<file path="src/hw/rtl/lle_periodic_stencil_rhs_unit_defines.svh">
// ----------------------------------------------------------------------------
// LLE stencil RHS unit assertion macros
// Shared concurrent assertion forms, compiled out when SYNTH is defined.
// ----------------------------------------------------------------------------
`ifndef LLE_PERIODIC_STENCIL_RHS_UNIT_DEFINES_SVH
`define LLE_PERIODIC_STENCIL_RHS_UNIT_DEFINES_SVH

`ifndef SYNTH
`define LPSR_ASSERT(lbl, clk, rstn, prop) \
    lbl: assert property (@(posedge clk) disable iff (!rstn) (prop)) \
        else $error("lpsr assertion failed");
`define LPSR_ASSERT_SAME(lbl, clk, rstn, ante, cons) \
    lbl: assert property (@(posedge clk) disable iff (!rstn) (ante) |-> (cons)) \
        else $error("lpsr assertion failed");
`define LPSR_ASSERT_NEXT(lbl, clk, rstn, ante, cons) \
    lbl: assert property (@(posedge clk) disable iff (!rstn) (ante) |=> (cons)) \
        else $error("lpsr assertion failed");
`else
`define LPSR_ASSERT(lbl, clk, rstn, prop)
`define LPSR_ASSERT_SAME(lbl, clk, rstn, ante, cons)
`define LPSR_ASSERT_NEXT(lbl, clk, rstn, ante, cons)
`endif

`endif

</file>
<file path="src/hw/rtl/lpsr_pkg.sv">
// ----------------------------------------------------------------------------
// LLE stencil RHS package
// Widths, register indexes and the job record passed from front to back.
// ----------------------------------------------------------------------------
package lpsr_pkg;

    localparam int DATA_W      = 32;
    localparam int FRAC_W      = 24;
    localparam int LAP_W       = DATA_W + 3;
    localparam int IDX_W       = 9;
    localparam int MAX_POINTS  = 512;
    localparam int CNT_W       = $clog2(MAX_POINTS);
    localparam int QUEUE_DEPTH = 4;
    localparam int CFG_IDX_W   = 2;

    localparam logic [CFG_IDX_W-1:0] REG_DETUNING  = 2'd0;
    localparam logic [CFG_IDX_W-1:0] REG_PUMP      = 2'd1;
    localparam logic [CFG_IDX_W-1:0] REG_DISP_GAIN = 2'd2;

    typedef struct packed {
        logic signed [DATA_W-1:0] detuning;
        logic signed [DATA_W-1:0] pump;
        logic signed [DATA_W-1:0] disp_gain;
    } cfg_t;

    typedef struct packed {
        logic signed [DATA_W-1:0] u;
        logic signed [DATA_W-1:0] v;
        logic signed [LAP_W-1:0]  lap_u;
        logic signed [LAP_W-1:0]  lap_v;
        logic [IDX_W-1:0]         idx;
        logic                     run_end;
    } job_t;

endpackage

</file>
<file path="src/hw/rtl/lpsr_front.sv">
// ----------------------------------------------------------------------------
// LLE stencil RHS front end
// Accepts samples, keeps ring head and history, and issues stencil jobs.
// ----------------------------------------------------------------------------
`include "lle_periodic_stencil_rhs_unit_defines.svh"

module lpsr_front (
    input  logic                                aclk,
    input  logic                                aresetn,
    input  logic                                s_valid,
    output logic                                s_ready,
    input  logic signed [lpsr_pkg::DATA_W-1:0]  s_sample_re,
    input  logic signed [lpsr_pkg::DATA_W-1:0]  s_sample_im,
    input  logic                                s_is_last,
    output logic                                job_valid,
    input  logic                                job_ready,
    output lpsr_pkg::job_t                      job
);

    localparam logic [1:0] JOB_INNER = 2'd0;
    localparam logic [1:0] JOB_TAIL  = 2'd1;
    localparam logic [1:0] JOB_WRAP  = 2'd2;

    localparam int DW = lpsr_pkg::DATA_W;
    localparam int LW = lpsr_pkg::LAP_W;
    localparam int CW = lpsr_pkg::CNT_W;

    logic [CW-1:0]        cnt_reg, cnt_next;
    logic [CW-1:0]        jidx_reg, jidx_next;
    logic [1:0]           pend_reg, pend_next;
    logic [1:0]           sel_reg, sel_next;
    logic signed [DW-1:0] h0u_reg, h0v_reg, h1u_reg, h1v_reg, h2u_reg, h2v_reg;
    logic signed [DW-1:0] hd0u_reg, hd0v_reg, hd1u_reg, hd1v_reg;

    logic                 accept, push, closing;
    logic signed [DW-1:0] pu, pv, cu, cv, nu, nv;

    assign accept  = s_valid && s_ready;
    assign push    = job_valid && job_ready;
    assign closing = s_is_last || (cnt_reg == CW'(lpsr_pkg::MAX_POINTS - 1));
    assign s_ready = (pend_reg == 2'd0) || ((pend_reg == 2'd1) && push);
    assign job_valid = (pend_reg != 2'd0);

    always_comb begin
        pu = h2u_reg;
        pv = h2v_reg;
        cu = h1u_reg;
        cv = h1v_reg;
        nu = h0u_reg;
        nv = h0v_reg;
        job.idx     = lpsr_pkg::IDX_W'(jidx_reg - CW'(1));
        job.run_end = 1'b0;
        case (sel_reg)
            JOB_INNER: begin
                pu = h2u_reg;
                pv = h2v_reg;
            end
            JOB_TAIL: begin
                pu = h1u_reg;
                pv = h1v_reg;
                cu = h0u_reg;
                cv = h0v_reg;
                nu = hd0u_reg;
                nv = hd0v_reg;
                job.idx = lpsr_pkg::IDX_W'(jidx_reg);
            end
            JOB_WRAP: begin
                pu = h0u_reg;
                pv = h0v_reg;
                cu = hd0u_reg;
                cv = hd0v_reg;
                nu = hd1u_reg;
                nv = hd1v_reg;
                job.idx     = '0;
                job.run_end = 1'b1;
            end
            default: begin
                pu = h2u_reg;
                pv = h2v_reg;
            end
        endcase
        job.u     = cu;
        job.v     = cv;
        job.lap_u = LW'(nu) - (LW'(cu) <<< 1) + LW'(pu);
        job.lap_v = LW'(nv) - (LW'(cv) <<< 1) + LW'(pv);
    end

    always_comb begin
        cnt_next  = cnt_reg;
        jidx_next = jidx_reg;
        pend_next = pend_reg;
        sel_next  = sel_reg;
        if (push) begin
            pend_next = pend_reg - 2'd1;
            sel_next  = sel_reg + 2'd1;
        end
        if (accept) begin
            cnt_next  = closing ? '0 : cnt_reg + CW'(1);
            jidx_next = cnt_reg;
            if (cnt_reg >= CW'(2)) begin
                pend_next = closing ? 2'd3 : 2'd1;
                sel_next  = JOB_INNER;
            end
        end
    end

    always_ff @(posedge aclk) begin
        if (!aresetn) begin
            cnt_reg  <= '0;
            pend_reg <= 2'd0;
            sel_reg  <= JOB_INNER;
            h0u_reg  <= '0;
            h0v_reg  <= '0;
            h1u_reg  <= '0;
            h1v_reg  <= '0;
            h2u_reg  <= '0;
            h2v_reg  <= '0;
            hd0u_reg <= '0;
            hd0v_reg <= '0;
            hd1u_reg <= '0;
            hd1v_reg <= '0;
        end else begin
            cnt_reg  <= cnt_next;
            pend_reg <= pend_next;
            sel_reg  <= sel_next;
            if (accept) begin
                h2u_reg <= h1u_reg;
                h2v_reg <= h1v_reg;
                h1u_reg <= h0u_reg;
                h1v_reg <= h0v_reg;
                h0u_reg <= s_sample_re;
                h0v_reg <= s_sample_im;
                if (cnt_reg == CW'(0)) begin
                    hd0u_reg <= s_sample_re;
                    hd0v_reg <= s_sample_im;
                end
                if (cnt_reg == CW'(1)) begin
                    hd1u_reg <= s_sample_re;
                    hd1v_reg <= s_sample_im;
                end
            end
        end
    end

    always_ff @(posedge aclk) begin
        jidx_reg <= jidx_next;
    end

    `LPSR_ASSERT_NEXT(a_head_no_jobs, aclk, aresetn, accept && (cnt_reg < CW'(2)), pend_reg == 2'd0)
    `LPSR_ASSERT_NEXT(a_close_restarts, aclk, aresetn, accept && closing, cnt_reg == CW'(0))

endmodule

</file>
<file path="config.mk">
export PLATFORM = sky130hd
export DESIGN_NAME = lpsr_front
export DESIGN_NICKNAME = d
export VERILOG_FILES = /design/src/hw/rtl/lpsr_pkg.sv /design/src/hw/rtl/lpsr_front.sv
export VERILOG_INCLUDE_DIRS = /design/src /design/src/hw/rtl
export SDC_FILE = /design/constraint.sdc
export NUM_CORES = 1
export LEC_CHECK = 0
export BUFFER_PORTS_ARGS = -buffer_cell sky130_fd_sc_hd__buf_2
export CORE_MARGIN = 2
export CORE_UTILIZATION = 61
export DETAILED_ROUTE_END_ITERATION = 6
export GPL_TIMING_DRIVEN = 1
export PLACE_DENSITY_LB_ADDON = 0.05
export SLEW_MARGIN = 20
export SYNTH_ARGS = -nofsm -noshare
export SYNTH_HDL_FRONTEND = slang
export SYNTH_SLANG_ARGS = --single-unit
</file>
<file path="constraint.sdc">
create_clock -name aclk -period 6.76 [get_ports aclk]
set_input_delay 1.352 -clock aclk [delete_from_list [all_inputs] [get_ports aclk]]
set_output_delay 1.352 -clock aclk [all_outputs]
set_load 0.01 [all_outputs]
</file>
# Yosys cells after proc, flatten, opt, wreduce, memory -nomap -nowiden
# Index checks and enable logic that the tools add are counted.
# word_totals
wordCells	54
out_inout_bits	146
latchBits	0
regBits	342
mem_bits_rw	0
inputBits	69
memories	0
mem_bits_ro	0
# classes
n_reduce_logical	10
n_div	0
n_mul	0
bitwise	0
n_lt_le_gt_ge	1
n_mux	16
n_eq_ne	5
addsub	8
shift	0
# ops
cell	count
$pmux 32 s2	6
$add 34x32->35	2
$sub 32x33->34	2
$pmux 9 s2	1
$mux 2	7
$add 9x1->9 const B	1
$eq 9x1->1 const B	1
$eq 9x9->1 const B	1
$ge 9x2->1 const B	1
$logic_not 9->1	1
$mux 9	1
$sub 9x1->9 const B	1
$eq 2x1->1 const B	2
$reduce_and 2->1	2
$logic_and 1x1->1	3
$add 2x1->2 const B	1
$eq 2x2->1 const B	1
$logic_not 2->1	1
$logic_or 1x1->1	2
$reduce_bool 2->1	1
$sub 2x1->2 const B	1
$mux 1	1

# Logic depth before layout (Yosys ltp)
# Gate-level depths: netlist of the first run.
# depth
depth_word	6
depth_mapped	18
ltp_nobuf	15

# Worst setup path before layout of the first run
# No wires, ideal clock.
# synth_path
path_type	reg-to-output
startpoint	register sel_reg[0]
endpoint	output port job[73] (netlist name)
required_ns	5.408
path_stages_with_launch	17
arrival_ns	4.128
path_buffers	2
setup_slack_ns	1.280
path_cell_list	dfxtp_1 > inv_1 > ha_1 > clkbuf_1 > clkbuf_1 > a22oi_1 > o21ai_0 > fa_1 > inv_1 > ha_1 > a21o_1 > a21o_1 > o21a_1 > a41o_1 > a2111oi_4 > o211ai_2 > xor2_1
# synth_lines
element	line	text
start: declaration	lpsr_front.sv:31	logic [1:0] sel_reg, sel_next;
start signal: assignment	lpsr_front.sv:125	sel_reg <= sel_next;
end: declaration	lpsr_front.sv:17	output lpsr_pkg::job_t job

==> results.tsv, run 1 <==
stage	metric	value	unit
critical_path	crit_path_top_delay_cell	o21ai_0	
sta	min_period_over_period	95.7	%
yosys	yosys-top-cells-count	899 x nand2_1, 333 x dfxtp_1, 323 x a21boi_0	
sta	final_max_slew_viol_count	0	
place	io_buffers	214	
global_routing	grt_util_all_layers	32.0	%
global_routing	grt_antenna_before_repair	5	
die	io-pin-count	215	
critical_path	worstPathArrival	5.11	ns
yosys	syn_area	0.0216	mm^2
sta	finalSetupViolCount	0	
yosys	netlist_instances	2849	
yosys	yosysTopAreaCell	dfxtp_1	
global_routing	grt_pass1_vias	18800	
sta	fin_skew	0.00739	ns
global_routing	gr-total-overflow	0	
cts	htree_levels	2	
yosys	synth.most_common_cell	nand2_1	
yosys	synth_edf_count	9	
cts	clkLatencyLatePin	0.56	ns
sta	rsz0062_at_grt	no	
global_routing	grt_pass1_wl	96.0	mm
place	postPlaceCellArea	0.0228	mm^2
yosys	ys_top_cells_by_area	dfxtp_1 31%, nand2_1 16%, a21boi_0 11%	
yosys	synth_nets	3060	
sta	relSlewSlack	30.6	%
cts	numCtsBuffers	39	
routing	drc	0	
die	die_x	192	um
cts	clockBufferDepth	3	
pwr	powerDensity	524	mW/mm^2
sta	fin_tns_setup	0	ns
yosys	postSynth.asyncResetShare	0	%
critical_path	crit_buf_inv	4	
outcome	status	finished clean	
sta	fmax	0.155	GHz
job	max-cap-violations	0	
cts	root_buffer	clkbuf_16	
die	initial_core_util	62.3	%
layout	layout.cells.non_filler	3415	
sta	tightestPinTransition	1.04	ns
global_routing	grt_max_degree	229	
critical_path	worstPathRequired	5.41	ns
yosys	synth_top_area_share	30.8	%
yosys	synth.distinct_cells	65	
die	rows	68	
place	hpwl	39.5	mm
routing	drtAntennaViolNets	0	
yosys	seq_area_frac_synth	32.1	%
sta	finalHoldViolations	0	
routing	wl	60.4	mm
routing	wire_per_inst	17.7	um
layout	final_area	0.0242	mm^2
layout	syn2layout_area_growth	11.7	%
pwr	p_leak	9.36	nW
place	place_congestion	0.958	
cts	cts_tree	built	
hold_path	hp-class	flop to flop	
pwr	ir_worst_vdd	0.336	mV
die	core	0.0347	mm^2
critical_path	critical_path.cell_chain	inv_1, ha_4, buf_4, nor2_1, a21oi_1, fa_1, inv_1, ha_1, a21o_1, o21bai_1, o2111a_1, o21ai_0, a21oi_1, a21oi_1, xnor2_1, buf_2	
critical_path	crit_top_cell	a21oi_1	
place	dp_cells	3336	
layout	fin_nets	3138	
yosys	syn_area_per_cell	7.59	um^2
critical_path	critical_path.max_fanout	30	
critical_path	worstSetupStartpointType	flop	
yosys	synth_seq_cells	342	
layout	layout-drive-gt1-share	11.0	%
cts	cts_sinks	342	
die	fp.dieH	192	um
routing	vias	20400	
cts	clkSlewWorstSetupHoldPaths	0.06	ns
routing	first_pass_iters	5	
critical_path	crit_path_max_incr_delay	0.59	ns
routing	vias_per_cell	5.97	
layout	nFillCells	2944	
die	die_area	0.0370	mm^2
routing	drt_iter0_drc	1560	
critical_path	crit_family	compound AO/OA/AOI/OAI gates	
critical_path	end_kind	output pin	
critical_path	crit_type	flop to output pin	
yosys	synth_ff_type	dfxtp_1	
sta	min_period	6.47	ns
yosys	yosys_warnings	0	
-- routing by layer --
layer	routed length [um]	share of wire [%]	vias to the layer above	global-route usage (%)
met2	28600	47	672	53.1
met3	3920	6.5	110	4.55
met5	5	0.0083	-	0
met1	26300	44	9688	42.8
met4	1580	2.6	2	11.0
li1	-	-	9910	-
-- cells in the final DEF, fill, tap and decap left out, types with 53 or more instances in the layout --
| cell | instances |
|---|---|
| a21boi_0 | 323 |
| a21oi_1 | 80 |
| a22oi_1 | 192 |
| buf_2 | 213 |
| dfxtp_1 | 333 |
| fa_1 | 64 |
| ha_1 | 76 |
| inv_1 | 98 |
| nand2_1 | 896 |
| nor2_1 | 53 |
| o21a_1 | 70 |
| o21ai_0 | 179 |
-- final timing paths --
check,start,end,slack [ns],cells past startpoint
max,sel_reg[0]$_SDFF_PN0_,job[76],0.29,16
min,h2u_reg[1]$_SDFFE_PN0P_,h2u_reg[1]$_SDFFE_PN0P_,0.46,2
max reg2reg,pend_reg[0]$_SDFF_PN0_,h2u_reg[17]$_SDFFE_PN0P_,3.40,9
min reg2reg,h2u_reg[1]$_SDFFE_PN0P_,h2u_reg[1]$_SDFFE_PN0P_,0.46,2
-- cell families after synthesis --
kind of cell,synth area share [%]
compound gates,30.0
xor+xnor,2.79
fa+ha+maj,10.4
buf+inv,5.51
flops,32.1
mux,0.237
simple gates,18.9
-- where the power goes --
group	leakage [nW]	internal [mW]	switching (mW)	total, mW
logic	5.95	2.94	4.97	7.91
registers	2.80	2.36	0.301	2.66
clock network	0.612	1.21	0.871	2.08
total	9.36	6.51	6.15	12.7
-- repair_timing --
action,CTS,global route
buffers inserted,0,5
gates resized for setup,0,4
hold buffers,0,0
endpoints found under the setup margin,0,17
-- worst reg2reg max path: cells and delay by family, from the launching register on --
| family | cells | cell delay, ns |
|---|---|---|
| buffers and inverters | 4 | 1.86 |
| and+or+nand+nor | 3 | 0.61 |
| DFF | 1 | 0.34 |
| AOI/OAI and AO/OA | 1 | 0.25 |
| adders and majority gates | 1 | 0.21 |
-- metrics by stage --
step / util, % / setup WS, ns / total power [mW] / hold WS, ns
CTS: 69.2 / 0.0889 / 12.5 / 0.466
detailed placement: 65.7 / 0.709 / 10.4 / 0.458
finish: 69.6 / 0.293 / 12.7 / 0.462
global route: 69.6 / 0.0495 / 13.5 / 0.480
floorplan: - / 1.28 / 7.90 / 0.444
global placement: 65.7 / 0.784 / 10.3 / 0.451
-- area by class of cell --
class                   count  area [um^2]  share of cell area (%)
inverters                  99          377                    1.56
diodes                      4         10.0                  0.0414
clock inverters            15          101                   0.420
well taps                 455          569                    2.36
flip-flops and latches    342         6940                    28.7
multi-input cells        2196        13600                    56.1
clock buffers              55         1140                    4.71
repair buffers            249         1470                    6.09
Note: power is estimated with default switching activity, not from simulation.
==> run 2: changes to the inputs <==
CTS_BUF_LIST = sky130_fd_sc_hd__clkbuf_8   (was unset)
TNS_END_PERCENT = 1   (was unset)
==> run 2 against run 1 <==
Register-to-register slack gained 0.03 ns. Combinational power is essentially flat. Core utilization shrank 0.086 points. Largest cell class unchanged. Highest routed layer unchanged.
==> results.tsv, run 2 (synthesis results as in run 1) <==
stage	metric	value	unit
critical_path	end_kind	output pin	
layout	final_area	0.0241	mm^2
layout	final_common_cell	nand2_1	
place	postPlaceCellArea	0.0228	mm^2
sta	tightestPinTransition	1.04	ns
cts	numCtsBuffers	59	
die	die_x	192	um
die	io-pin-count	215	
global_routing	gr-total-overflow	0	
routing	first_pass_iters	5	
pwr	ir_worst_vdd	0.434	mV
place	dp_cells	3336	
critical_path	crit_top_cell	o21ai_0	
critical_path	crit_start	sel_reg[1]$_SDFF_PN0_	
sta	fin_skew	0.0189	ns
pwr	p_int	6.34	mW
critical_path	crit_path_max_incr_delay	0.48	ns
pwr	powerDensity	519	mW/mm^2
pwr	seq_power_share	21.2	%
pwr	p_sw_share	49.4	%
hold_path	min_from	h2v_reg[4]$_SDFFE_PN0P_	
pwr	p_leak	9.43	nW
cts	root_buffer	clkbuf_8	
sta	setup_ws	0.243	ns
die	die_area	0.0370	mm^2
routing	wl	60.8	mm
global_routing	grt_pass1_wl	95.9	mm
die	initial_core_util	62.3	%
place	dpl_worst_slack	0.709	ns
die	core	0.0347	mm^2
pwr	p_clk_share	15.4	%
cts	clkLatencyLatePin	0.67	ns
cts	clkSlewWorstSetupHoldPaths	0.06	ns
global_routing	grt_pass1_vias	18900	
global_routing	grt_max_degree	229	
critical_path	ff2ff_setup_slack	3.43	ns
critical_path	crit_type	flop to output pin	
sta	fin_tns_setup	0	ns
pwr	combPwrFrac	63.4	%
routing	vias_per_cell	5.94	
pwr	switchingPower	6.18	mW
critical_path	critical_path.cell_chain	inv_1, ha_4, buf_4, a22oi_1, o21ai_0, fa_1, ha_1, nand4_1, nor4_4, a41oi_1, o221ai_1, a21oi_2, o21ai_0, xnor2_1, buf_2	
layout	fin_nets	3159	
sta	finalSetupViolCount	0	
layout	mostFrequentLayoutCells	896 x nand2_1, 333 x dfxtp_1, 323 x a21boi_0	
layout	syn2layout_area_growth	11.6	%
place	hpwl	39.5	mm
routing	drc	0	
routing	wire_per_inst	17.6	um
layout	layout.cells.non_filler	3450	
job	max-cap-violations	0	
routing	drt_iter0_drc	1467	
critical_path	regToRegStartpoint	pend_reg[1]$_SDFF_PN0_	
cts	clockBufferDepth	3	
cts	htree_levels	2	
place	place_congestion	0.958	
critical_path	critical_path.max_fanout	28	
routing	vias	20500	
place	io_buffers	214	
layout	layout-drive-gt1-share	11.9	%
sta	final_max_slew_viol_count	0	
sta	min_period	6.52	ns
critical_path	worstPathRequired	5.41	ns
hold_path	hp-class	flop to flop	
critical_path	worstPathArrival	5.17	ns
critical_path	crit_path_top_delay_cell	fa_1	
critical_path	worstSetupStartpointType	flop	
sta	fmax	0.153	GHz
die	rows	68	
sta	relSlewSlack	30.7	%
sta	rsz0062_at_grt	no	
global_routing	grt_antenna_before_repair	6	
die	fp.dieH	192	um
global_routing	grt_util_all_layers	32.1	%
cts	cts_tree	built	
sta	min_period_over_period	96.4	%
sta	finalHoldViolations	0	
cts	cts_sinks	342	
outcome	status	finished clean	
cts	cts_hold_buf	0	
routing	drtAntennaViolNets	0	
run 2: cell type report:
type | count | area, um^2
multi-input combinational | 2196 | 13600
fill | 2952 | 10600
sequential | 342 | 6940
timing repair buffer | 250 | 1480
clock buffer | 76 | 1050
tap | 455 | 569
inverter | 99 | 377
clock inverter | 28 | 153
antenna | 4 | 10.0
run 2: what timing repair did:
| item | 4_1_cts | 5_1_grt |
|---|---|---|
| resized for setup | 0 | 5 |
| setup endpoints to repair | 1 | 21 |
| pin swaps | 1 | 2 |
| buffers inserted | 1 | 5 |
run 2: critical path: cells and delay by family (launching register included):
kind                     cells  cell delay [ns]
AO/OA/AOI/OAI                6             1.18
XOR/XNOR                     1             0.17
adder cells (fa/ha/maj)      3             1.34
buffers and inverters        3             0.65
flip-flops                   1             0.35
AND/OR/NAND/NOR              2             0.80
run 2: stage by stage:
| stage | hold slack, ns | total power [mW] | utilization (%) |
|---|---|---|---|
| global placement | 0.451 | 10.3 | 65.7 |
| finish | 0.463 | 12.5 | 69.5 |
| detailed placement | 0.458 | 10.4 | 65.7 |
| global route | 0.479 | 13.4 | 69.5 |
| CTS | 0.466 | 12.4 | 69.2 |
| floorplan | 0.444 | 7.90 | - |
run 2: power groups by stage:
| stage | clock [mW] | combinational [mW] | sequential (mW) |
|---|---|---|---|
| floorplan | 0 | 5.29 | 2.61 |
| detailed placement | 0 | 7.71 | 2.69 |
| CTS | 1.96 | 7.78 | 2.65 |
| finish | 1.93 | 7.94 | 2.66 |
| global placement | 0 | 7.61 | 2.68 |
| global route | 2.04 | 8.68 | 2.71 |
run 2: final timing paths:
path / cells after the start / to
max: 15 / job[75]
min: 2 / h2v_reg[4]$_SDFFE_PN0P_
max reg2reg: 9 / h2u_reg[0]$_SDFFE_PN0P_
min reg2reg: 2 / h2v_reg[4]$_SDFFE_PN0P_
run 2: routing by layer:
layer | global-route usage, % | wire length [um] | up-vias | part of all wire [%]
met4 | 11.7 | 1830 | 4 | 3.0
met5 | 0 | 19 | - | 0.031
met2 | 52.6 | 28600 | 717 | 47
met3 | 6.04 | 4280 | 136 | 7.0
met1 | 42.1 | 26100 | 9691 | 43
li1 | - | - | 9948 | -
