==> src/hw/rtl/lle_periodic_stencil_rhs_unit_defines.svh <==
// ----------------------------------------------------------------------------
// LLE stencil RHS unit assertion macros
// Shared concurrent assertion forms, compiled out when SYNTH is defined.
// ----------------------------------------------------------------------------
`ifndef LLE_PERIODIC_STENCIL_RHS_UNIT_DEFINES_SVH
`define LLE_PERIODIC_STENCIL_RHS_UNIT_DEFINES_SVH

`ifndef SYNTH
`define LPSR_ASSERT(lbl, clk, rstn, prop) \
    lbl: assert property (@(posedge clk) disable iff (!rstn) (prop)) \
        else $error("lpsr assertion failed");
`define LPSR_ASSERT_SAME(lbl, clk, rstn, ante, cons) \
    lbl: assert property (@(posedge clk) disable iff (!rstn) (ante) |-> (cons)) \
        else $error("lpsr assertion failed");
`define LPSR_ASSERT_NEXT(lbl, clk, rstn, ante, cons) \
    lbl: assert property (@(posedge clk) disable iff (!rstn) (ante) |=> (cons)) \
        else $error("lpsr assertion failed");
`else
`define LPSR_ASSERT(lbl, clk, rstn, prop)
`define LPSR_ASSERT_SAME(lbl, clk, rstn, ante, cons)
`define LPSR_ASSERT_NEXT(lbl, clk, rstn, ante, cons)
`endif

`endif

==> src/hw/rtl/lpsr_pkg.sv <==
// ----------------------------------------------------------------------------
// LLE stencil RHS package
// Widths, register indexes and the job record passed from front to back.
// ----------------------------------------------------------------------------
package lpsr_pkg;

    localparam int DATA_W      = 32;
    localparam int FRAC_W      = 24;
    localparam int LAP_W       = DATA_W + 3;
    localparam int IDX_W       = 9;
    localparam int MAX_POINTS  = 512;
    localparam int CNT_W       = $clog2(MAX_POINTS);
    localparam int QUEUE_DEPTH = 4;
    localparam int CFG_IDX_W   = 2;

    localparam logic [CFG_IDX_W-1:0] REG_DETUNING  = 2'd0;
    localparam logic [CFG_IDX_W-1:0] REG_PUMP      = 2'd1;
    localparam logic [CFG_IDX_W-1:0] REG_DISP_GAIN = 2'd2;

    typedef struct packed {
        logic signed [DATA_W-1:0] detuning;
        logic signed [DATA_W-1:0] pump;
        logic signed [DATA_W-1:0] disp_gain;
    } cfg_t;

    typedef struct packed {
        logic signed [DATA_W-1:0] u;
        logic signed [DATA_W-1:0] v;
        logic signed [LAP_W-1:0]  lap_u;
        logic signed [LAP_W-1:0]  lap_v;
        logic [IDX_W-1:0]         idx;
        logic                     run_end;
    } job_t;

endpackage

==> src/hw/rtl/lpsr_queue.sv <==
// ----------------------------------------------------------------------------
// LLE stencil RHS job queue
// Small register FIFO that decouples the front end from the arithmetic.
// ----------------------------------------------------------------------------
`include "lle_periodic_stencil_rhs_unit_defines.svh"

module lpsr_queue (
    input  logic           aclk,
    input  logic           aresetn,
    input  logic           push_valid,
    output logic           push_ready,
    input  lpsr_pkg::job_t push_data,
    output logic           pop_valid,
    input  logic           pop_ready,
    output lpsr_pkg::job_t pop_data
);

    localparam int DEPTH = lpsr_pkg::QUEUE_DEPTH;
    localparam int PW    = $clog2(DEPTH);
    localparam int NW    = $clog2(DEPTH + 1);

    lpsr_pkg::job_t mem_reg [DEPTH];
    logic [PW-1:0]  wr_ptr_reg, rd_ptr_reg;
    logic [NW-1:0]  count_reg, count_next;
    logic           do_push, do_pop;

    assign push_ready = (count_reg != NW'(DEPTH));
    assign pop_valid  = (count_reg != '0);
    assign do_push    = push_valid && push_ready;
    assign do_pop     = pop_valid && pop_ready;
    assign pop_data   = mem_reg[rd_ptr_reg];

    always_comb begin
        count_next = count_reg;
        if (do_push && !do_pop) begin
            count_next = count_reg + NW'(1);
        end else if (do_pop && !do_push) begin
            count_next = count_reg - NW'(1);
        end
    end

    always_ff @(posedge aclk) begin
        if (!aresetn) begin
            wr_ptr_reg <= '0;
            rd_ptr_reg <= '0;
            count_reg  <= '0;
        end else begin
            count_reg <= count_next;
            if (do_push) begin
                wr_ptr_reg <= wr_ptr_reg + PW'(1);
            end
            if (do_pop) begin
                rd_ptr_reg <= rd_ptr_reg + PW'(1);
            end
        end
    end

    always_ff @(posedge aclk) begin
        if (do_push) begin
            mem_reg[wr_ptr_reg] <= push_data;
        end
    end

    `LPSR_ASSERT(a_count_bound, aclk, aresetn, count_reg <= NW'(DEPTH))
    `LPSR_ASSERT_SAME(a_ptr_gap, aclk, aresetn, (count_reg == '0) || (count_reg == NW'(DEPTH)), wr_ptr_reg == rd_ptr_reg)

endmodule

==> config.mk <==
export PLATFORM = sky130hd
export DESIGN_NAME = lpsr_queue
export DESIGN_NICKNAME = d
export VERILOG_FILES = /design/src/hw/rtl/lpsr_pkg.sv /design/src/hw/rtl/lpsr_queue.sv
export VERILOG_INCLUDE_DIRS = /design/src /design/src/hw/rtl
export SDC_FILE = /design/constraint.sdc
export NUM_CORES = 1
export LEC_CHECK = 0
export BUFFER_PORTS_ARGS = -buffer_cell sky130_fd_sc_hd__buf_4
export CORE_ASPECT_RATIO = 2
export CORE_MARGIN = 2
export CORE_UTILIZATION = 31
export CTS_BUF_LIST = sky130_fd_sc_hd__clkbuf_2
export DETAILED_ROUTE_END_ITERATION = 6
export PLACE_DENSITY_LB_ADDON = 0.08
export SLEW_MARGIN = 20
export SYNTH_ARGS = -nofsm -noshare
export SYNTH_HDL_FRONTEND = slang
export SYNTH_SLANG_ARGS = --single-unit
==> constraint.sdc <==
create_clock -name aclk -period 8.1 [get_ports aclk]
set_input_delay 1.62 -clock aclk [delete_from_list [all_inputs] [get_ports aclk]]
set_output_delay 1.62 -clock aclk [all_outputs]
set_load 0.05 [all_outputs]
Word level (Yosys, flattened, before mapping)
Memory sizes are Yosys's and may differ from the RTL's. A register that Yosys moved wholly into a read port is not among the register bits.
Index checks and enable logic that the tools add are counted.
- flip-flop bits (word level): 7
- latch bits: 0
- memory bits (writable): 576
- bits in read-only memories: 0
- input bits: 148
- output and inout port bits: 146
- logic and storage cells: 23
- memories: 1
- add/subtract/negate cells: 4
- multiply operators: 0
- div/mod/pow operators: 0
- magnitude comparators: 0
- equal/unequal tests: 1
- shifts and indexed selects: 0
- mux-type cells: 6
- bitwise operators: 0
- reductions and logical operators: 8
- memories (name ; depth ; width ; read ports ; clocked after Yosys merged registers in ; write ports ; RTL line ; source):
    mem_reg ; 4 ; 144 ; 1 ; 1 ; 1 ; lpsr_queue.sv:22 ; lpsr_pkg::job_t mem_reg [DEPTH];
- operator list (cell ; count):
    $mux W3 ; 2
    $add A2 B1 Y2 const B ; 2
    $logic_and A1 B1 Y1 ; 4
    $mux W2 ; 2
    $add A3 B1 Y3 const B ; 1
    $ne A3 B3 Y1 const B ; 1
    $reduce_bool A3 Y1 ; 1
    $sub A3 B1 Y3 const B ; 1
    $logic_not A1 Y1 ; 2
    $mux W1 ; 2
    $reduce_bool A2 Y1 ; 1

Depth between registers and ports, before layout
Gate-level depths: netlist of run 1.
- depth in word-level cells: 6
- gate-level depth with buffers: 8
- depth with buffers taken out: 8

Least setup slack after synthesis of run 1
Ideal clock, no wire load.
- path kind: input to register
- start: input port push_valid
- end: memory mem_reg[0][0] in the netlist's numbering, enable pin
- setup time: 0.521 ns
- data arrival time: 5.241 ns
- required time: 7.579 ns
- path slack: 2.339 ns
- stages on the path: 2
- buffers on the path: 0
- cells stage by stage: a21boi_2 -> and2_1
- word-level cells in the longest chain between the ends: 3
- RTL lines (what ; RTL line ; source):
    start: declaration ; lpsr_queue.sv:10 ; input logic push_valid,
    $logic_and A1 B1 Y1 ; lpsr_queue.sv:29 ; assign do_push = push_valid && push_ready;
    $mux W1 ; lpsr_queue.sv:59 ; if (do_push) begin
    $mux W1 (implied by the code) ; lpsr_queue.sv:60 ; mem_reg[wr_ptr_reg] <= push_data;
    end: declaration ; lpsr_queue.sv:22 ;
Every way passes these cells.

==> metrics, run 1 <==
IO Pins=294; dpl cells=1962; grt total ovfl=0; worst hold path class=flop to flop; max-cap violations=0; CP Cell Sequence=buf_4 > mux4_2 > buf_4; routed vias/inst=4.55; Finished Core Util=37.9%; Final setup viols=0; CTS Sinks=585; max reg flops=576; vias in the first global route=11400; Total Routing Usage GR=13.8%; Hold-fix buffers, CTS=0; cells on worst reg2reg path=4; area share of the largest cell type after synthesis=81.5%; Area Overhead vs Synth=21.1%; Chip Width=189 um; largest net degree at the start of global routing=145; fraction of the yosys area taken by sequential cells=82.4%; min Tclk post-route=5.17 ns; CTS Root Cell=clkbuf_2; drt first-iter violations=415; Worst-Skew Late Latency=1.23 ns; Non-Filler Instances=2213; cell leakage power=8.69 nW; drt drc=0; post-CTS resize count=0; DIE AREA=70700 um2; CTS clock-pin slew for the worst setup and hold paths=0.10 ns; reg2reg start=count_reg[0]$_SDFFE_PN0P_; Pwr Density=341 nW/um2; Max Slew Vio Count=0; cells after synthesis=800; drt pass-1 iters=4; leading area contributor after synthesis=edfxtp_1; status=completed; Critical-path top delay cell=dfxtp_4; # Post-CTS Setup Buffers=0; max incr delay on CP=0.84 ns; Worst Skew=0.0937 ns; YS warnings=0; cell repeated most along the worst path=buf_4; Slew Limit Headroom=27.8%; hpwl dp=27200 um; htree depth=4; arrival time worst endpoint=3.55 ns; TritonCTS clock tree=built; CP Capture Type=output port; unrepaired setup endpoints after global routing=false; Peak VDD IR=0.217 mV; Period Utilization, post-route=63.8%; initial antenna violation count=5; # port buffers=293; Reg2Reg Capture Point=mem_reg[0][34]$_DFFE_PP_; leading post-synthesis cells by cell area=edfxtp_1, mux4_2, dfxtp_1; TritonCTS Buffers=138; Max FO, Critical Path=52; CP required=6.48 ns; first-pass GRT wire length=70600 um; Worst-Margin Slew=1.08 ns; syn_nets=954; GPL Wtd Cong=0.681; startpoint type of the worst setup path=flop; CORE AREA=67700 um2; ratio of cells with drive above 1 in the final layout=51.4%; die height=374 um; drt total wl=47800 um; CP Class=flop to output port; syn avg cell area=26.5 um2; Sum Neg Setup Slack=0 ns; post-synthesis cell area=21200 um2; CTS max path bufs=3; R2R Setup Slk=5.03 ns; Final #Nets=1366; Netlist cell types=23; drt wl/cell=21.6 um; num rows=135; #FFs+latches synth=585; Routed Antenna Nets=0; Critical path destination=pop_data[0]; f_max=193 MHz; via count=10100; Initial Util=31.3%; Final Hold Viols=0
-- cells by family (layout without fill, tap and decap cells) --
logic type      after synthesis  after routing  synth area share, %
xor+xnor                      4              4                0.165
fa+ha+maj                     6              6                0.389
other cells                   0              3                    0
simple gates                 17             17                0.431
buf+inv                      36            556                 1.01
mux                         147            147                 15.4
flops                       585            585                 82.4
compound gates                5              5                0.189
-- cell usage in the layout (no fill, tap or decap) --
master        n
a21boi_0      1
a21boi_2      1
and2_1        4
and2_4        4
buf_12        2
buf_4       303
bufinv_16     1
clkbuf_2    214
clkinv_1     26
clkinv_2      2
clkinvlp_4    1
dfxtp_1       7
dfxtp_4       2
diode_2       3
edfxtp_1    576
fa_1          1
ha_1          5
inv_1         3
inv_2         4
mux2i_1       3
mux4_2      144
nand2_1       5
nor2_1        1
nor2b_1       1
o21ai_0       1
o311ai_0      1
o31ai_1       1
or3_1         2
xnor2_1       3
xor2_1        1
-- stage by stage --
| stage | instance area (um2) | total power, mW | worst slack [ns] | hold slack [ns] |
|---|---|---|---|---|
| floorplan | 21200 | 6.12 | 2.34 | 0.468 |
| global placement | 24500 | 7.07 | 3.84 | 0.486 |
| detailed placement | 24500 | 7.08 | 3.80 | 0.507 |
| CTS | 25700 | 9.01 | 2.53 | 0.296 |
| global route | 25700 | 9.23 | 2.52 | 0.396 |
| finish | 25700 | 8.77 | 2.93 | 0.515 |
-- layer usage --
metal,track usage (%),part of all wire (%),wire (um)
met1,15.0,37,17700
met2,23.1,51,24600
met3,5.63,8.9,4240
met4,6.74,2.6,1220
met5,0,0.075,36
-- layout make-up --
cell class,count,area (um2)
clock buffer,214,1070
inverter,3,11.3
antenna,3,7.51
timing repair buffer,305,2310
clock inverter,34,160
multi-input combinational,179,3530
tap,890,1110
fill,6303,42000
sequential,585,17500
-- worst max-delay path, delay by kind of cell, from the launching register on --
family	cells	cell delay, ns
buffers and inverters	2	0.98
flip-flops	1	0.84
multiplexers	1	0.45
-- where the power goes --
part	total, mW	internal, mW	switching [mW]
clock network	1.86	0.728	1.13
logic	3.13	1.06	2.06
registers	3.78	3.67	0.112
total	8.77	5.46	3.31
-- cell usage after synthesis --
library cell    n
mux4_2        144
buf_2          16
mux2i_1         3
o311ai_0        1
a21boi_2        1
buf_1           3
o31ai_1         1
xor2_1          1
o21ai_0         1
edfxtp_1      576
inv_1           3
nor2b_1         1
nand2_1         5
fa_1            1
nor2_1          1
clkbuf_1        6
a21boi_0        1
and2_1          8
xnor2_1         3
or3_1           2
ha_1            5
buf_6           8
dfxtp_1         9
-- worst min path at each step --
stage	start	end	slack [ns]	depth (start not counted)
detailed placement	wr_ptr_reg[1]$_SDFFE_PN0P_	wr_ptr_reg[1]$_SDFFE_PN0P_	0.51	2
CTS	push_data[96]	mem_reg[0][96]$_DFFE_PP_	0.30	1
floorplan	wr_ptr_reg[1]$_SDFFE_PN0P_	wr_ptr_reg[1]$_SDFFE_PN0P_	0.47	2
global route	push_data[112]	mem_reg[3][112]$_DFFE_PP_	0.40	1
global placement	wr_ptr_reg[1]$_SDFFE_PN0P_	wr_ptr_reg[1]$_SDFFE_PN0P_	0.49	2
finish	wr_ptr_reg[1]$_SDFFE_PN0P_	wr_ptr_reg[1]$_SDFFE_PN0P_	0.52	2
No activity file was read; power rests on OpenSTA's default activity.
==> run 2: changes to the inputs <==
Clock period 8.1 ns to 5.1 ns, I/O delays scaled along.
==> run 2 against run 1 <==
  * Clock power grew 67%
  * Utilization grew 2.4 points
  * Largest power group unchanged
  * Critical endpoint is now pop_data[114]
  * Setup slack lost 2.0 ns
  * Critical path depth is the same
==> metrics, run 2 (synthesized netlist as in run 1, its figures left out) <==
largest net degree at the start of global routing=73 (was 145); worst hold path class=primary input to flop (was flop to flop); htree depth=4 (unchanged); Worst-Margin Slew=0.803 ns (was 1.08 ns); Pwr Density=521 nW/um2 (was 341 nW/um2); Routed Antenna Nets=0 (unchanged); initial antenna violation count=4 (was 5); max incr delay on CP=0.89 ns (was 0.84 ns); Chip Width=189 um (unchanged); Area Overhead vs Synth=28.8% (was 21.1%); min Tclk post-route=4.19 ns; first-pass GRT wire length=74500 um (was 70600 um); num rows=135 (unchanged); vias in the first global route=12400 (was 11400); Hold-fix buffers, CTS=145 (was 0); Max FO, Critical Path=54 (was 52); drt wl/cell=21.1 um (was 21.6 um); Finished Core Util=40.3% (was 37.9%); GPL Wtd Cong=0.663 (was 0.681); Final setup viols=0 (unchanged); Total Routing Usage GR=14.4% (was 13.8%); # port buffers=293 (unchanged); ratio of cells with drive above 1 in the final layout=45.7% (was 51.4%); arrival time worst endpoint=3.17 ns (was 3.55 ns); hpwl dp=28100 um (was 27200 um); IO Pins=294 (unchanged); CP Cell Sequence=buf_12 > mux4_2 > buf_4 (was buf_4 > mux4_2 > buf_4); Worst Skew=0.0656 ns (was 0.0937 ns); max-cap violations=0 (unchanged); Slew Limit Headroom=46.5% (was 27.8%); Critical-path top delay cell=dfxtp_4 (unchanged); Worst-Skew Late Latency=1.21 ns (was 1.23 ns); cell leakage power=9.34 nW (was 8.69 nW); reg2reg start=count_reg[0]$_SDFFE_PN0P_ (unchanged); Peak VDD IR=0.299 mV (was 0.217 mV); TritonCTS clock tree=built (unchanged); CTS max path bufs=3 (unchanged); DIE AREA=70700 um2 (unchanged); startpoint type of the worst setup path=flop (unchanged); f_max=239 MHz; max reg flops=576 (unchanged); Final Hold Viols=0 (unchanged); CP Capture Type=output port (unchanged); grt total ovfl=0 (unchanged); unrepaired setup endpoints after global routing=false (unchanged); via count=10700 (was 10100); CTS Root Cell=clkbuf_2 (unchanged); status=completed (unchanged); Initial Util=31.3% (unchanged); Worst Path Buf+Inv=2 (unchanged); die height=374 um (unchanged); CP Class=flop to output port (unchanged); drt total wl=49600 um (was 47800 um); CTS Sinks=585 (unchanged); Max Slew Vio Count=0 (unchanged); CTS clock-pin slew for the worst setup and hold paths=0.11 ns (was 0.10 ns); # Post-CTS Setup Buffers=0 (unchanged); post-CTS resize count=0 (unchanged); CP required=4.08 ns (was 6.48 ns); drt drc=0 (unchanged); drt first-iter violations=363 (was 415); commonest non-fill, non-tap cell in the layout=edfxtp_1 (unchanged); routed vias/inst=4.55 (about the same); Sum Neg Setup Slack=0 ns (unchanged); TritonCTS Buffers=141 (was 138); Final #Nets=1516 (was 1366); crit-path leading delay family=flip-flops (was buffers and inverters); Hold Path Origin=push_valid (was wr_ptr_reg[1]$_SDFFE_PN0P_); most frequent cells in the layout=edfxtp_1, buf_4, clkbuf_2 (unchanged); drt pass-1 iters=4 (unchanged); Period Utilization, post-route=82.1%; CORE AREA=67700 um2 (unchanged)
==> run 2: cell types whose count changed in the layout (fill, tap and decap cells not counted), moves of 4 or more <==
cell           before  now
buf_12              2   11
buf_4             303  296
bufinv_16           1    5
clkbuf_2          214  194
clkinv_1           26   31
dlygate4sd3_1       0  145
==> run 2: worst paths after layout <==
path / to / cells after the start / slack (ns)
worst max register to register: mem_reg[0][127]$_DFFE_PP_ / 4 / 2.58
worst min register to register: wr_ptr_reg[1]$_SDFFE_PN0P_ / 2 / 0.51
worst min-delay path: wr_ptr_reg[1]$_SDFFE_PN0P_ / 3 / 0.32
worst max-delay path: pop_data[114] / 3 / 0.91
==> run 2: worst min-delay path: stages <==
cell      delay (ns)
buf_4           0.11
a21boi_2        0.20
mux2i_1         0.13
==> run 2: cell type report <==
type | count | area (um2)
fillers | 6160 | 40400
flip-flops and latches | 585 | 17500
repair buffers | 452 | 3890
multi-input cells | 179 | 3530
well taps | 890 | 1110
clock buffers | 194 | 971
clock inverters | 46 | 312
inverters | 3 | 11.3
diodes | 2 | 5.00
==> run 2: metal layers <==
metal	GRT usage, %	up-vias	routed length [um]
met5	0	-	24
met4	6.46	4	1400
met3	4.85	109	3510
met2	24.6	368	25500
met1	16.1	5565	19200
li1	-	4662	-
==> run 2: through the flow <==
stage                     area [um2]  cells  hold WS, ns  power [mW]  setup slack, ns
after global routing           27300   2351        0.116        15.0            0.600
after floorplan                21200    800        0.468        9.67             1.54
final                          27300   2351        0.319        14.2            0.912
after global placement         24600   1964        0.484        11.3             2.03
after detailed placement       24600   1964        0.499        11.3             1.99
after CTS                      27300   2349       0.0150        14.6            0.552
==> run 2: where the power goes <==
part | switching, mW | leakage [nW] | internal [mW]
sequential | 0.148 | 5.35 | 5.82
combinational | 3.36 | 3.01 | 1.80
clock | 1.83 | 0.967 | 1.28
==> run 3: changes to the inputs <==
Clock period 5.1 ns to 4.3 ns, I/O delays scaled along.
==> run 3 against run 2 <==
  * Utilization is 0.11 points higher
  * Sequential share of layout area is 0.18 points lower
  * Highest routed layer unchanged
  * Critical path depth stayed put
  * Register-to-register slack worse by 0.67 ns
  * Total power is 18% higher
  * Count of clock-buffer cells in the layout is 1 higher
  * Clock power is 15% higher
  * Cell count is 0.68% higher
  * Combinational power is 19% higher
  * Sequential power is 19% higher
  * Largest cell class unchanged
  * Via count is 0.11% lower
  * First-iteration DRC count is 21% higher
==> metrics, run 3 (synthesized netlist as in run 1, its figures left out) <==
num rows=135 (unchanged); TritonCTS clock tree=built (unchanged); Max Slew Vio Count=0 (unchanged); drt first-iter violations=438 (was 363); Slew Limit Headroom=34.9% (was 46.5%); Period Utilization, post-route=92.0%; hpwl dp=27500 um (was 28100 um); f_max=253 MHz; CTS clock-pin slew for the worst setup and hold paths=0.10 ns (was 0.11 ns); CTS max path bufs=3 (unchanged); Worst Skew=0.0674 ns (was 0.0656 ns); most frequent cells in the layout=edfxtp_1, buf_4, clkbuf_2 (unchanged); CP required=3.44 ns (was 4.08 ns); drt pass-1 iters=4 (unchanged); worst hold path class=primary input to flop (unchanged); arrival time worst endpoint=3.10 ns (was 3.17 ns); startpoint type of the worst setup path=flop (unchanged); routed vias/inst=4.52 (was 4.55); Worst-Skew Late Latency=1.27 ns (was 1.21 ns); via count=10700 (about the same); Final #Nets=1529 (was 1516); first-pass GRT wire length=73900 um (was 74500 um); GPL Wtd Cong=0.650 (was 0.663); Routed Antenna Nets=0 (unchanged); DIE AREA=70700 um2 (unchanged); max reg flops=576 (unchanged); drt wl/cell=20.7 um (was 21.1 um); Design Power=16.9 mW (was 14.2 mW); vias in the first global route=12400 (about the same); CTS Root Cell=clkbuf_2 (unchanged); TritonCTS Buffers=142 (was 141); CTS Sinks=585 (unchanged); Pwr Density=615 nW/um2 (was 521 nW/um2); largest net degree at the start of global routing=89 (was 73); die height=374 um (unchanged); Chip Width=189 um (unchanged); FILL cells=6174 (was 6160); IO Pins=294 (unchanged); Peak VDD IR=0.321 mV (was 0.299 mV); dpl cells=1973 (was 1964); CORE AREA=67700 um2 (unchanged); Non-Filler Instances=2367 (was 2351); max-cap violations=0 (unchanged); ratio of cells with drive above 1 in the final layout=46.0% (was 45.7%); cell leakage power=9.38 nW (was 9.34 nW); Total Routing Usage GR=14.1% (was 14.4%); Area Overhead vs Synth=29.2% (was 28.8%); # port buffers=293 (unchanged); Final Hold Viols=0 (unchanged); commonest non-fill, non-tap cell in the layout=edfxtp_1 (unchanged); grt total ovfl=0 (unchanged); Final setup viols=0 (unchanged); CP Class=flop to output port (unchanged); drt total wl=48900 um (was 49600 um); status=completed (unchanged); Worst-Margin Slew=0.976 ns (was 0.803 ns); drt drc=0 (unchanged); Sum Neg Setup Slack=0 ns (unchanged); CP Capture Type=output port (unchanged); min Tclk post-route=3.96 ns; Initial Util=31.3% (unchanged); initial antenna violation count=3 (was 4); worst hold slack=0.332 ns (was 0.319 ns); htree depth=4 (unchanged); unrepaired setup endpoints after global routing=false (unchanged); Max FO, Critical Path=39 (was 54)
run 3: cell types whose count changed in the layout (fill, tap and decap cells not counted):
cell,delta
dlygate4sd3_1,+2
buf_16,+1
clkinv_2,+2
clkinv_1,+1
clkinvlp_4,+2
inv_2,-2
buf_4,+9
clkbuf_2,+1
buf_6,+1
diode_2,+2
buf_12,-1
bufinv_16,-2
run 3: layout make-up:
type | instances | area, um2 | area share, %
clock inverters | 47 | 273 | 0.995
diodes | 4 | 10.0 | 0.0365
clock buffers | 195 | 976 | 3.56
inverters | 3 | 11.3 | 0.0411
repair buffers | 464 | 4000 | 14.6
multi-input cells | 179 | 3530 | 12.9
well taps | 890 | 1110 | 4.06
flip-flops and latches | 585 | 17500 | 63.8
run 3: per-layer routing:
metal  part of all wire, %  track usage, %  wire [um]  vias to the layer above
li1                      -               -          -                     4694
met1                    39            15.8      18900                     5502
met2                    51            24.2      24900                      385
met3                   6.7            4.76       3290                      111
met4                   3.6            6.47       1770                        4
met5                 0.045               0         22                        -
run 3: repair_timing:
| item | in CTS | in global routing |
|---|---|---|
| buffers inserted | 1 | 0 |
| hold endpoints to repair | 585 | 0 |
| hold buffers | 147 | 0 |
| gates resized for setup | 1 | 0 |
| endpoints found under the setup margin | 23 | 0 |
run 3: worst paths after layout:
check                           depth (start not counted)                          to                  startpoint  slack (ns)
worst min register to register                          2  wr_ptr_reg[0]$_SDFFE_PN0P_  wr_ptr_reg[0]$_SDFFE_PN0P_        0.51
worst max-delay path                                    3                 pop_data[1]                        flop        0.34
worst min-delay path                                    2    mem_reg[3][30]$_DFFE_PP_               push_data[30]        0.33
worst max register to register                          4   mem_reg[3][116]$_DFFE_PP_   count_reg[0]$_SDFFE_PN0P_        1.91
run 3: stage by stage:
| step | worst slack [ns] | utilization (%) | instance area, um2 |
|---|---|---|---|
| 6_report | 0.344 | 40.5 | 27400 |
| 5_1_grt | 0.0782 | 40.4 | 27400 |
| 4_1_cts | 0.0111 | 40.4 | 27400 |
| 3_5_place_dp | 1.38 | 36.4 | 24600 |
| 3_3_place_gp | 1.38 | 36.4 | 24600 |
| 2_1_floorplan | 0.897 | - | 21200 |
run 3: worst max-delay path: stages (launching register included):
cell and delay, ns:
dfxtp_4 0.86, buf_4 0.38, mux4_2 0.37, buf_4 0.21
run 3: power breakdown:
| group | total, mW | internal (mW) | switching, mW | leakage (nW) |
|---|---|---|---|---|
| registers | 7.11 | 6.91 | 0.204 | 5.35 |
| logic | 6.16 | 2.20 | 3.96 | 3.08 |
| clock network | 3.58 | 1.41 | 2.18 | 0.944 |
| total | 16.9 | 10.5 | 6.34 | 9.38 |
